--- config.mk ---
export PLATFORM = sky130hd
export DESIGN_NAME = cursor_array_list_core
export DESIGN_NICKNAME = d
export VERILOG_FILES = /design/src/rtl/cal_pkg.sv /design/src/rtl/cal_cell.sv /design/src/rtl/cal_cfg.sv /design/src/rtl/cursor_array_list_core.sv
export SDC_FILE = /design/constraint.sdc
export NUM_CORES = 1
export LEC_CHECK = 0
export BUFFER_PORTS_ARGS = -buffer_cell sky130_fd_sc_hd__buf_4
export CAP_MARGIN = 20
export CORE_ASPECT_RATIO = 1.1
export CORE_UTILIZATION = 61
export CTS_CLUSTER_DIAMETER = 30
export DETAILED_ROUTE_END_ITERATION = 10
export PLACE_DENSITY = 0.79
export SLEW_MARGIN = 20
export SYNTH_ARGS = -nofsm -noshare
export SYNTH_HDL_FRONTEND = slang
export SYNTH_SLANG_ARGS = --single-unit
export TNS_END_PERCENT = 1
--- constraint.sdc ---
create_clock -name clk -period 11.1 [get_ports clk]
set_input_delay 0.555 -clock clk [delete_from_list [all_inputs] [get_ports clk]]
set_output_delay 0.555 -clock clk [all_outputs]
set_load 0.1 [all_outputs]
--- src/rtl/cal_pkg.sv ---
// ----------------------------------------------------------------------------
// cal_pkg
// shared types and constants for the cursor array list core
// ----------------------------------------------------------------------------
`timescale 1ns / 1ps
`default_nettype none

package cal_pkg;

  localparam int DEPTH   = 16;
  localparam int CNT_W   = $clog2(DEPTH + 1);
  localparam int IDX_W   = (DEPTH > 1) ? $clog2(DEPTH) : 1;
  localparam int VAL_W   = 32;
  localparam int CAP_W   = 5;
  localparam int ADDR_W  = 3;
  localparam int DATA_W  = 32;

  localparam logic [CAP_W-1:0] CAP_RESET = CAP_W'(16);

  // register byte offsets
  localparam logic [ADDR_W-1:0] REG_CAPACITY = 3'd0;

  typedef enum logic [2:0] {
    REQ_INSERT = 3'd0,
    REQ_REMOVE = 3'd1,
    REQ_START  = 3'd2,
    REQ_END    = 3'd3,
    REQ_PREV   = 3'd4,
    REQ_NEXT   = 3'd5
  } req_t;

  typedef enum logic [1:0] {
    ST_OK    = 2'd0,
    ST_FULL  = 2'd1,
    ST_EMPTY = 2'd2
  } status_t;

  // broadcast to every cell of the chain
  typedef struct packed {
    logic                    ins;
    logic                    rem;
    logic [CNT_W-1:0]        cursor;
    logic signed [VAL_W-1:0] value;
  } cell_ctrl_t;

endpackage

`default_nettype wire

--- src/rtl/cal_cell.sv ---
// ----------------------------------------------------------------------------
// cal_cell
// one list slot: holds an entry and shifts with its neighbors
// ----------------------------------------------------------------------------
`timescale 1ns / 1ps
`default_nettype none

module cal_cell
  import cal_pkg::*;
(
  input  wire logic                    clk,
  input  wire cell_ctrl_t              ctrl,
  input  wire logic [CNT_W-1:0]        idx,
  input  wire logic signed [VAL_W-1:0] lower_data,
  input  wire logic signed [VAL_W-1:0] upper_data,
  output logic signed [VAL_W-1:0]      data
);

  logic signed [VAL_W-1:0] data_next;

  always_comb begin
    data_next = data;
    if (ctrl.ins) begin
      if (idx == ctrl.cursor) begin
        data_next = ctrl.value;
      end else if (idx > ctrl.cursor) begin
        data_next = lower_data;
      end
    end else if (ctrl.rem) begin
      if (idx >= ctrl.cursor) begin
        data_next = upper_data;
      end
    end
  end

  always_ff @(posedge clk) begin
    data <= data_next;
  end

endmodule

`default_nettype wire

--- src/rtl/cal_cfg.sv ---
// ----------------------------------------------------------------------------
// cal_cfg
// apb register slice holding the capacity limit
// ----------------------------------------------------------------------------
`timescale 1ns / 1ps
`default_nettype none

module cal_cfg
  import cal_pkg::*;
(
  input  wire logic              clk,
  input  wire logic              rst,
  input  wire logic              psel,
  input  wire logic              penable,
  input  wire logic              pwrite,
  input  wire logic [ADDR_W-1:0] paddr,
  input  wire logic [DATA_W-1:0] pwdata,
  output logic      [DATA_W-1:0] prdata,
  output logic                   pready,
  output logic      [CAP_W-1:0]  capacity
);

  logic hit;

  // word select only, byte lanes ignored
  assign hit    = (paddr[ADDR_W-1:2] == REG_CAPACITY[ADDR_W-1:2]);
  assign pready = 1'b1;
  assign prdata = hit ? DATA_W'(capacity) : '0;

  always_ff @(posedge clk) begin
    if (rst) begin
      capacity <= CAP_RESET;
    end else if (psel && penable && pwrite && pready && hit) begin
      capacity <= pwdata[CAP_W-1:0];
    end
  end

endmodule

`default_nettype wire

--- src/rtl/cursor_array_list_core.sv ---
// ----------------------------------------------------------------------------
// cursor_array_list_core
// ordered list of signed 32-bit values with a cursor, kept in a chain of cells
// ----------------------------------------------------------------------------
//  channel   | ports                                     | handshake
//  ----------+-------------------------------------------+------------------------
//  request   | req_type, value_in                        | start && !busy
//  result    | status, value_out, cursor_pos, entry_count| done, one cycle, no stall
//  config    | psel, penable, pwrite, paddr, pwdata, ... | apb, pready tied high
//
//  one request per clock; its result shows with done on the next cycle
//  every cell of the chain updates in the same edge; busy stays low
//  synchronous active-high reset clears count, cursor and done and sets capacity
//  to CAP_RESET; list entries are not reset
//  the receiver cannot stall: each result transfer lasts exactly one cycle
// ----------------------------------------------------------------------------
`timescale 1ns / 1ps
`default_nettype none

module cursor_array_list_core
  import cal_pkg::*;
(
  input  wire logic                    clk,
  input  wire logic                    rst,
  // request
  input  wire logic                    start,
  output logic                         busy,
  input  wire logic [2:0]              req_type,
  input  wire logic signed [VAL_W-1:0] value_in,
  // result
  output logic                         done,
  output logic [1:0]                   status,
  output logic signed [VAL_W-1:0]      value_out,
  output logic [4:0]                   cursor_pos,
  output logic [4:0]                   entry_count,
  // configuration
  input  wire logic                    psel,
  input  wire logic                    penable,
  input  wire logic                    pwrite,
  input  wire logic [ADDR_W-1:0]       paddr,
  input  wire logic [DATA_W-1:0]       pwdata,
  output logic [DATA_W-1:0]            prdata,
  output logic                         pready
);

  // list state
  logic [CNT_W-1:0] count;
  logic [CNT_W-1:0] count_next;
  logic [CNT_W-1:0] cursor;
  logic [CNT_W-1:0] cursor_next;
  logic [CAP_W-1:0] capacity;

  logic                    accept;
  logic                    full;
  logic                    at_end;
  status_t                 st_next;
  logic signed [VAL_W-1:0] rem_value;
  logic signed [VAL_W-1:0] val_next;
  cell_ctrl_t              ctrl;

  logic signed [VAL_W-1:0] cell_data [DEPTH];

  assign busy   = 1'b0;
  assign accept = start && !busy;

  // capacity above the chain length is clamped by the second compare
  assign full   = (7'(count) >= 7'(capacity)) || (count >= CNT_W'(DEPTH));
  assign at_end = (cursor >= count);

  // value under the cursor, only meaningful when not at the end
  assign rem_value = cell_data[cursor[IDX_W-1:0]];

  cal_cfg u_cfg (
    .clk      (clk),
    .rst      (rst),
    .psel     (psel),
    .penable  (penable),
    .pwrite   (pwrite),
    .paddr    (paddr),
    .pwdata   (pwdata),
    .prdata   (prdata),
    .pready   (pready),
    .capacity (capacity)
  );

  // request decode: new count and cursor, status and what the cells do
  always_comb begin
    count_next  = count;
    cursor_next = cursor;
    st_next     = ST_OK;
    val_next    = '0;
    ctrl.ins    = 1'b0;
    ctrl.rem    = 1'b0;
    ctrl.cursor = cursor;
    ctrl.value  = value_in;
    case (req_t'(req_type))
      REQ_INSERT: begin
        if (full) begin
          st_next = ST_FULL;
        end else begin
          ctrl.ins   = accept;
          count_next = count + CNT_W'(1);
        end
      end
      REQ_REMOVE: begin
        if (at_end) begin
          st_next = ST_EMPTY;
        end else begin
          ctrl.rem   = accept;
          val_next   = rem_value;
          count_next = count - CNT_W'(1);
        end
      end
      REQ_START: cursor_next = '0;
      REQ_END:   cursor_next = count;
      REQ_PREV: begin
        if (cursor != '0) begin
          cursor_next = cursor - CNT_W'(1);
        end
      end
      REQ_NEXT: begin
        if (!at_end) begin
          cursor_next = cursor + CNT_W'(1);
        end
      end
      default: ;  // unused codes leave everything as is
    endcase
  end

  // the chain: each cell sees its lower and upper neighbor
  for (genvar g = 0; g < DEPTH; g++) begin : g_cell
    logic signed [VAL_W-1:0] lower;
    logic signed [VAL_W-1:0] upper;

    if (g == 0) begin : g_first
      assign lower = value_in;
    end else begin : g_lower
      assign lower = cell_data[g-1];
    end

    if (g == DEPTH - 1) begin : g_last
      assign upper = cell_data[g];
    end else begin : g_upper
      assign upper = cell_data[g+1];
    end

    cal_cell u_cell (
      .clk        (clk),
      .ctrl       (ctrl),
      .idx        (CNT_W'(g)),
      .lower_data (lower),
      .upper_data (upper),
      .data       (cell_data[g])
    );
  end

  // control state
  always_ff @(posedge clk) begin
    if (rst) begin
      count  <= '0;
      cursor <= '0;
      done   <= 1'b0;
    end else begin
      done <= accept;
      if (accept) begin
        count  <= count_next;
        cursor <= cursor_next;
      end
    end
  end

  // result registers, valid only with done
  always_ff @(posedge clk) begin
    if (accept) begin
      status      <= st_next;
      value_out   <= val_next;
      cursor_pos  <= 5'(cursor_next);
      entry_count <= 5'(count_next);
    end
  end

  // checks

  a_cursor_in_list: assert property (@(posedge clk) disable iff (rst)
    cursor <= count)
    else $error("cursor beyond entry count");

  a_count_bounded: assert property (@(posedge clk) disable iff (rst)
    count <= CNT_W'(DEPTH))
    else $error("entry count beyond chain length");

  a_refused_insert_holds: assert property (@(posedge clk) disable iff (rst)
    (accept && req_type == REQ_INSERT && full) |=> (count == $past(count)))
    else $error("refused insert changed the count");

  a_done_after_accept: assert property (@(posedge clk) disable iff (rst)
    (done && !$past(rst)) |-> $past(accept))
    else $error("result strobe without a request");

  a_remove_shrinks: assert property (@(posedge clk) disable iff (rst)
    (accept && req_type == REQ_REMOVE && !at_end) |=>
      (count == $past(count) - CNT_W'(1)))
    else $error("remove did not shrink the list");

endmodule

`default_nettype wire

* Word-level counts from Yosys, hierarchy flattened *
Cells that the tools add are included.

storage, ports and cells
  register bits after elaboration = 572
  latch bits = 0
  memory bits (writable) = 0
  bits in read-only memories = 0
  input bits = 76
  output and inout bits = 79
  word-level logic and storage cells = 236
  memories kept = 0

cells by class
  add/subtract/negate cells = 4
  multiply operators = 0
  div/mod/pow operators = 0
  $lt $le $gt $ge = 35
  equality and inequality tests = 35
  shift operators = 0
  muxes and demuxes = 94
  bitwise gates (word level) = 3
  reduce and logical (&&, ||, !) cells = 41

operators by type and width
  cell                 count
  $mux 32              79
  $bmux 32 s4          1
  $ne 3x1->1 const B   15
  $reduce_and 3->1     15
  $eq 4x5->1 const A   8
  $gt 4x5->1 const A   8
  $ge 4x5->1 const A   7
  $reduce_bool 2->1    17
  $mux 5               5
  $eq 3x5->1 const A   4
  $ge 3x5->1 const A   4
  $gt 3x5->1 const A   4
  $pmux 5 s4           1
  $add 5x1->5 const B  2
  $eq 2x5->1 const A   2
  $ge 1x5->1 const A   2
  $ge 2x5->1 const A   2
  $ge 5x5->1           2
  $ge 5x5->1 const B   2
  $gt 1x5->1 const A   2
  $gt 2x5->1 const A   2
  $pmux 5 s2           1
  $sub 5x1->5 const B  2
  $eq 3x2->1 const B   2
  15 further kinds     23

* Depth between registers and ports, before layout *
Gate-level depths: netlist of the first run.

  depth in word-level cells = 6
  gate-level depth with buffers = 11
  mapped depth without buffers = 7

* Hierarchy *
From an unflattened synthesis of the first run, not the netlist that was laid out.

unflattened totals
  cells, all modules = 3739
  area total of the unflattened synthesis = 37878.8 um^2

modules (own cells, without submodules)
  module                            times used  cells each  area an instance (um^2)  seq. area each (um^2)
  cal_cell (g_cell[11].u_cell ...)  10          201         1841.8                   960.9
  cal_cell (g_cell[0].u_cell ...)   6           202         2049.5                   960.9
  cursor_array_list_core            1           459         6670.1                   1541.5
  cal_cfg                           1           58          494.2                    100.1

* Worst setup path after synthesis of the first run *
No wires, ideal clock.

  path kind = register -> register
  start point = reg cursor[0]
  end point = reg g_cell[12].u_cell.data[0] (enable)
  setup time = 0.480 ns
  arrival time = 4.421 ns
  required time = 10.620 ns
  setup slack = 6.199 ns
  cell stages (with the launch flop) = 10
  buffers on the path = 2
  clock period less this slack = 4.901 ns
  path through = dfxtp_1 buf_6 inv_1 ha_1 nand2b_1 a31oi_1 buf_2 a2bb2oi_2 o2111ai_2 a311oi_1

between the ends
  cells in the longest elaborated chain, start to end = 5
  elaborated cells on any way between the ends = 10
  classes of those cells = order compare: 3; eq/ne: 2; mux: 2; reduce/logical: 3

ends and longest elaborated chain
  what                                 RTL line                       text
  start: declaration                   cursor_array_list_core.sv:49   logic [CNT_W-1:0] cursor;
  start signal: assignment             cursor_array_list_core.sv:167  cursor <= cursor_next;
  $ge 5x5->1                           cursor_array_list_core.sv:68   assign at_end = (cursor >= count);
  $mux 1                               cursor_array_list_core.sv:106  if (at_end) begin
  $mux 1                               cursor_array_list_core.sv:96   case (req_t'(req_type))
  $reduce_bool 2->1 (no source line)   --
  $reduce_and 3->1 (no source line) *  --
  end signal: assignment               cal_cell.sv:37                 data <= data_next;
  end: declaration                     cal_cell.sv:16                 output logic signed [VAL_W-1:0] data

Every way passes the cells marked *; elsewhere a longest branch is shown, timed or not.
A chain may end at the register's enable or synchronous reset.

* Worst setup path in the final report of the first run *
  start point = reg cursor[0]
  end point = reg value_out[2] (data pin)

between the ends
  cells in the longest elaborated chain, start to end = 4
  elaborated cells on any way between the ends = 6
  classes of those cells = order compare: 1; mux: 3; bitwise: 1; reduce/logical: 1

ends and longest elaborated chain
  what                                        RTL line                       text
  $not 4->5 (implied by the code)             cursor_array_list_core.sv:71   assign rem_value = cell_data[cursor[IDX_W-1:0]];
  $bmux 32 s4                                 cursor_array_list_core.sv:71
  $mux 32 (implied by the code) (2 in a row)  cursor_array_list_core.sv:71
  end signal: assignment                      cursor_array_list_core.sv:176  value_out <= val_next;
  end: declaration                            cursor_array_list_core.sv:33   output logic signed [VAL_W-1:0] value_out,

Several ways; a longest one is shown, not always the timed one. The select of a mux whose other input is x is not followed.

==> results of run 1 <==
==> layout make-up <==
type | count | area [um^2] | area share, %
Inverter | 18 | 67.56 | 0.1769
Tap cell | 728 | 910.9 | 2.385
Antenna cell | 2 | 5.005 | 0.01310
Multi-Input combinational cell | 2047 | 14970 | 39.21
Clock buffer | 139 | 3074 | 8.049
Sequential cell | 572 | 17030 | 44.59
Timing Repair Buffer | 147 | 1152 | 3.017
Clock inverter | 84 | 979.7 | 2.565
==> worst max-delay path: stages (launching register included) <==
cell and delay (ns):
dfxtp_4 0.96, buf_4 0.83, buf_4 0.91, buf_4 0.93
mux2i_1 0.23, o221ai_1 0.28, o22ai_1 0.14, a211oi_1 0.59
==> logic make-up after synthesis <==
kind of cell / count (synthesis) / share of synthesized area, %
muxes: 714 / 24.32
AOI/OAI and AO/OA: 689 / 11.62
and+or+nand+nor: 592 / 7.330
DFF: 572 / 51.28
buffers and inverters: 311 / 4.634
adders and majority gates: 17 / 0.6410
xor gates and xnor gates: 6 / 0.1584
other: 2 / 0.02263
==> path summary, 6_finish.rpt <==
check / depth (start not counted) / slack (ns) / startpoint / endpoint
setup / recovery: 7 / 5.78 / cursor[0]$_SDFFE_PP0P_ / value_out[2]$_SDFFCE_PP0P_
hold reg to reg: 2 / 0.50 / u_cfg.capacity[1]$_SDFFE_PP0P_ / u_cfg.capacity[1]$_SDFFE_PP0P_
hold / removal: 3 / 0.12 / pwdata[0] / u_cfg.capacity[0]$_SDFFE_PP0P_
setup reg to reg: 7 / 5.78 / cursor[0]$_SDFFE_PP0P_ / value_out[2]$_SDFFCE_PP0P_
==> power groups by stage <==
stage,Combinational [mW],Sequential [mW],Clock [mW]
finish,0.555,2.49,3.60
global route,0.587,2.50,3.72
CTS,0.546,2.49,3.60
detailed placement,0.540,2.53,0
global placement,0.524,2.53,0
floorplan,0.345,2.58,0
==> registers in the layout, indices dropped and copies added (netlist names) <==
| name | flops |
|---|---|
| count | 5 |
| cursor_pos | 5 |
| g_cell.u_cell.data | 512 |
| status | 2 |
| value_out | 32 |
| cursor | 5 |
| u_cfg.capacity | 5 |
| entry_count | 5 |
| done | 1 |
==> Yosys cell counts, drive strengths merged, types with 5 or more instances <==
library cell | n | area [um^2]
inv | 18 | 67.56
nand3 | 7 | 35.03
dfxtp | 16 | 320.3
nor2 | 35 | 156.4
mux4 | 64 | 1441
clkbuf | 126 | 473.0
nand2 | 497 | 1866
mux2 | 97 | 1092
nor2b | 6 | 37.54
o221ai | 32 | 280.3
nand2b | 6 | 37.54
nor3 | 12 | 76.33
ha | 17 | 212.7
a211oi | 36 | 270.3
o21ai | 497 | 2487
a21oi | 52 | 264.0
o22ai | 33 | 206.5
buf | 167 | 997.2
mux2i | 553 | 5535
o2111ai | 5 | 50.04
edfxtp | 556 | 16700
xnor2 | 6 | 52.55
==> stage by stage <==
stage	util [%]	setup WS, ns	hold WS [ns]
finish	71.16	5.784	0.1208
global route	71.16	5.479	0.1429
CTS	71.09	5.850	0.1103
detailed placement	63.54	5.850	0.4929
global placement	63.54	5.876	0.4804
floorplan	-	6.199	0.4634
==> routing by layer <==
layer	part of all wire [%]	routed length, um	vias up	GRT usage, %
met5	0.051	48	-	0
met4	4.6	4378	6	18.03
met3	11	10270	325	6.691
met2	47	44780	1627	55.17
met1	37	35430	12100	44.42
li1	-	-	10900	-
==> metrics.txt, run 1 <==
sequential fraction of the synthesis area=between 50% and 60%; Pint=5.012 mW; commonest non-fill, non-tap cell in the layout=edfxtp_1; crit path capture type=flip-flop; max_slew headroom=between 20% and 30%; largest net degree at the start of global routing=313; status=complete, no violations; design area=38190 um^2; CTS Hold Bufs=0; EDFF count, synth=556; Hold Crit Class=input port to flip-flop; Async SR Flop Fraction=0%; Seq pwr share=37.5%; DR iter-0 viols=3242; number of synthesis warnings=0; share of layout cells above drive strength 1=17.99%; root buf cell=clkbuf_16; clock power share=54.1%; gp weighted congestion=0.8491; Max VDD drop=181.6 uV; Fmax=188.1 MHz; Synth Register Bits=572; CTS max path bufs=3; Post-Route WL=94910 um; worst setup path class=flip-flop to flip-flop; synthesized area=33180 um^2; remaining antenna violation count=0; CTS Sinks=572; Final Hold Vio Count=0; core area=53670 um^2; clk_lat worst skew=0.69 ns; Tmin final=approximately 5.3 ns; leakage=approximately 14 nW; vias in the first global route=approximately 25000; Area Growth Syn to Fin=15.09%; first-pass GRT wire length=roughly 140000 um; final worst-path cycle share=47.89%; area of the die=55340 um^2; ys flop type=edfxtp_1; die width=224.4 um; Final Skew=~0.033 ns; Initial Util=61.83%; Final Max Slew Viols=0; Fillers=3649; total negative slack=0 ns; Non-Filler Instances=3737; Worst Tran Pin Value=1.131 ns; Die Height=approximately 250 um; maxcap violations=0; DRT Pass-1 Iters=6; CP arrival=around 5.7 ns; CTS clock-pin slew for the worst setup and hold paths=0.05 ns; Tot Pwr=6.647 mW; setup bufs post-CTS=0; via count=around 25000; I/O pin total=155; dpl cells=3511; Synth Instances=2903; # nets final=2998; P_sw=1.636 mW; Tot GR Track Use=34.39%; num rows=89; Remaining DRCs=0; CP startpoint kind=flip-flop; Port-buffer cells=96; number of buffers created by CTS=119; H-tree levels=3; CTS tree=built; most frequent cells in the layout=556 x edfxtp_1, 553 x mux2i_1, 495 x nand2_1; CP Data Required Time=11.47 ns; vias per cell=6.677; routed length per instance=25.40 um; initial antenna violation count=5; CP Max Fanout=55; Cell Area, Placed=34100 um^2; hpwl dp=51080 um; Comb pwr share=8.4%; number of gates resized after cts=0; switching share of power=between 20% and 30%; synth unique cells=between 60 and 70; final setup vio count=0; Remaining Overflow, GRT=0; mean post-synth cell area=11.43 um^2; RSZ-0062 raised after global routing=false; Pwr Density=174.0 nW/um^2
No activity file was read; power rests on OpenSTA's default activity.
==> run 2: changes to the inputs <==
CORE_UTILIZATION = 57   (was 61)
PLACE_DENSITY = 0.78   (was 0.79)
clock period = 4.8 ns   (was 11.1 ns; I/O delays follow)
==> run 2 against run 1 <==
Compared with the run above:
- sequential share of layout area decreased by 0.064 points
- largest power group unchanged
- total power increased by 120%
- clock skew fell by 0.0019 ns
- design area grew 0.14%
- via count barely moved
- non-clock buffer count rose by 39
- critical path type unchanged
- global-route usage shrank 2.0 points
==> metrics.txt, run 2 (synthesis gave the netlist of run 1 again) <==
most frequent cells in the layout=556 x edfxtp_1, 553 x mux2i_1, 495 x nand2_1; area of the die=59190 um^2; CTS tree=built; num rows=92; initial antenna violation count=3; Post-Route WL=95960 um; Fillers=4043; H-tree levels=3; largest reg by FF count=g_cell.u_cell.data; final worst-path cycle share=79.67%; DR iter-0 viols=between 3000 and 4000; crit path capture type=flip-flop; biggest regs=g_cell.u_cell.data: 512 flops, value_out: 32 flops; Final Max Slew Viols=0; routed length per instance=~25 um; RSZ-0062 raised after global routing=false; remaining antenna violation count=0; I/O pin total=155; Initial Util=between 50% and 60%; Tot Pwr=14.46 mW; Cell Chain, Critical Path=inv_1 -> ha_1 -> nand2b_1 -> a31oi_1 -> o21ba_2 -> o2111ai_4 -> a311oi_4 -> buf_4; Remaining Overflow, GRT=0; Tmin final=3.824 ns; design area=38250 um^2; Hold Crit Class=input port to flip-flop; Pwr Density=378.1 nW/um^2; CP Max Fanout=26; largest net degree at the start of global routing=123; final setup vio count=0; clk_lat worst skew=0.66 ns; first-pass GRT wire length=approximately 140000 um; CP Data Required Time=5.07 ns; dpl cells=roughly 3600; status=complete, no violations; maxcap violations=0; gp weighted congestion=around 0.86; Fmax=~260 MHz; root buf cell=clkbuf_16; CP arrival=around 4 ns; worst setup path class=flip-flop to flip-flop; commonest non-fill, non-tap cell in the layout=edfxtp_1; Top delay family on crit path=compound AO/OA/AOI/OAI gates; Final Skew=roughly 0.03 ns; hpwl dp=between 50000 and 60000 um; leakage=13.68 nW; Die Height=255.1 um; Max VDD drop=276.5 uV; setup bufs post-CTS=0; CP max-delay cell=a311oi_4; Non-Filler Instances=3787; Largest register FFs=512; CP startpoint kind=flip-flop; R2R setup slack=0.98 ns; DRT Pass-1 Iters=6; max_slew headroom=27.13%; Area Growth Syn to Fin=15.26%; Final Hold Vio Count=0; vias per cell=between 6 and 7; CTS max path bufs=3; Worst Path Buf+Inv=2; Tot GR Track Use=32.34%; CTS clock-pin slew for the worst setup and hold paths=0.06 ns; # nets final=3029; via count=roughly 25000; Worst Tran Pin Value=1.093 ns; core area=57440 um^2; Remaining DRCs=0; Port-buffer cells=96; number of buffers created by CTS=111; Slowest Stage Delay on Critical Path=a little under 0.7 ns; Hold Slack=0.03018 ns; share of layout cells above drive strength 1=between 10% and 20%; Cell Area, Placed=34540 um^2; die width=232.1 um; vias in the first global route=24580; CTS Sinks=around 570
==> run 2: cell count changes in the layout (fill, tap and decap cells not counted), sizes merged <==
cell         delta
clkbuf          +2
buf            +27
inv             +5
clkinv         -10
dlygate4sd3    +12
clkinvlp        +1
diode           +1
bufinv         -12
==> run 2: final cells by class <==
type / instances / area, um^2 / area share [%]
inverters: 18 / 67.56 / 0.1766
diodes: 3 / 7.507 / 0.01963
multi-input cells: 2047 / 14970 / 39.15
clock buffers: 141 / 2964 / 7.750
well taps: 752 / 940.9 / 2.460
repair buffers: 186 / 1652 / 4.318
flip-flops and latches: 572 / 17030 / 44.52
clock inverters: 68 / 613.1 / 1.603
==> run 2: worst paths after layout <==
kind,start,cells after the start,to
max reg2reg,count[0]$_SDFFE_PP0P_,8,g_cell[12].u_cell.data[21]$_DFFE_PP_
min reg2reg,count[3]$_SDFFE_PP0P_,2,count[3]$_SDFFE_PP0P_
max,count[0]$_SDFFE_PP0P_,8,g_cell[12].u_cell.data[21]$_DFFE_PP_
min,value_in[18],2,g_cell[15].u_cell.data[18]$_DFFE_PP_
==> run 2: routing by layer <==
layer / vias to the layer above / routed length, um / track usage (%)
li1: 10950 / - / -
met1: 12170 / 35640 / 41.48
met2: 1506 / 45780 / 53.17
met3: 320 / 10080 / 6.217
met4: 2 / 4448 / 14.94
met5: - / 12 / 0
==> run 2: stage by stage <==
step / utilization [%] / TNS [ns] / worst slack [ns]
finish: 66.59 / 0 / 0.9760
floorplan: - / -1.807 / -0.02039
detailed placement: 60.14 / 0 / 1.026
CTS: 66.57 / 0 / 1.005
global placement: 60.14 / 0 / 1.065
global route: 66.58 / 0 / 0.8830
==> run 2: timing repair <==
action | 4_1_cts | 5_1_grt
gates resized for setup | 0 | 0
hold buffers | 12 | 0
endpoints found under the hold margin | 11 | 0
==> run 2: power breakdown <==
part / total (mW) / internal [mW] / switching (mW) / leakage [nW]
Sequential: 5.75 / 5.65 / 0.0984 / 5.24
Combinational: 1.33 / 0.394 / 0.933 / 6.72
Clock: 7.38 / 4.74 / 2.64 / 1.72
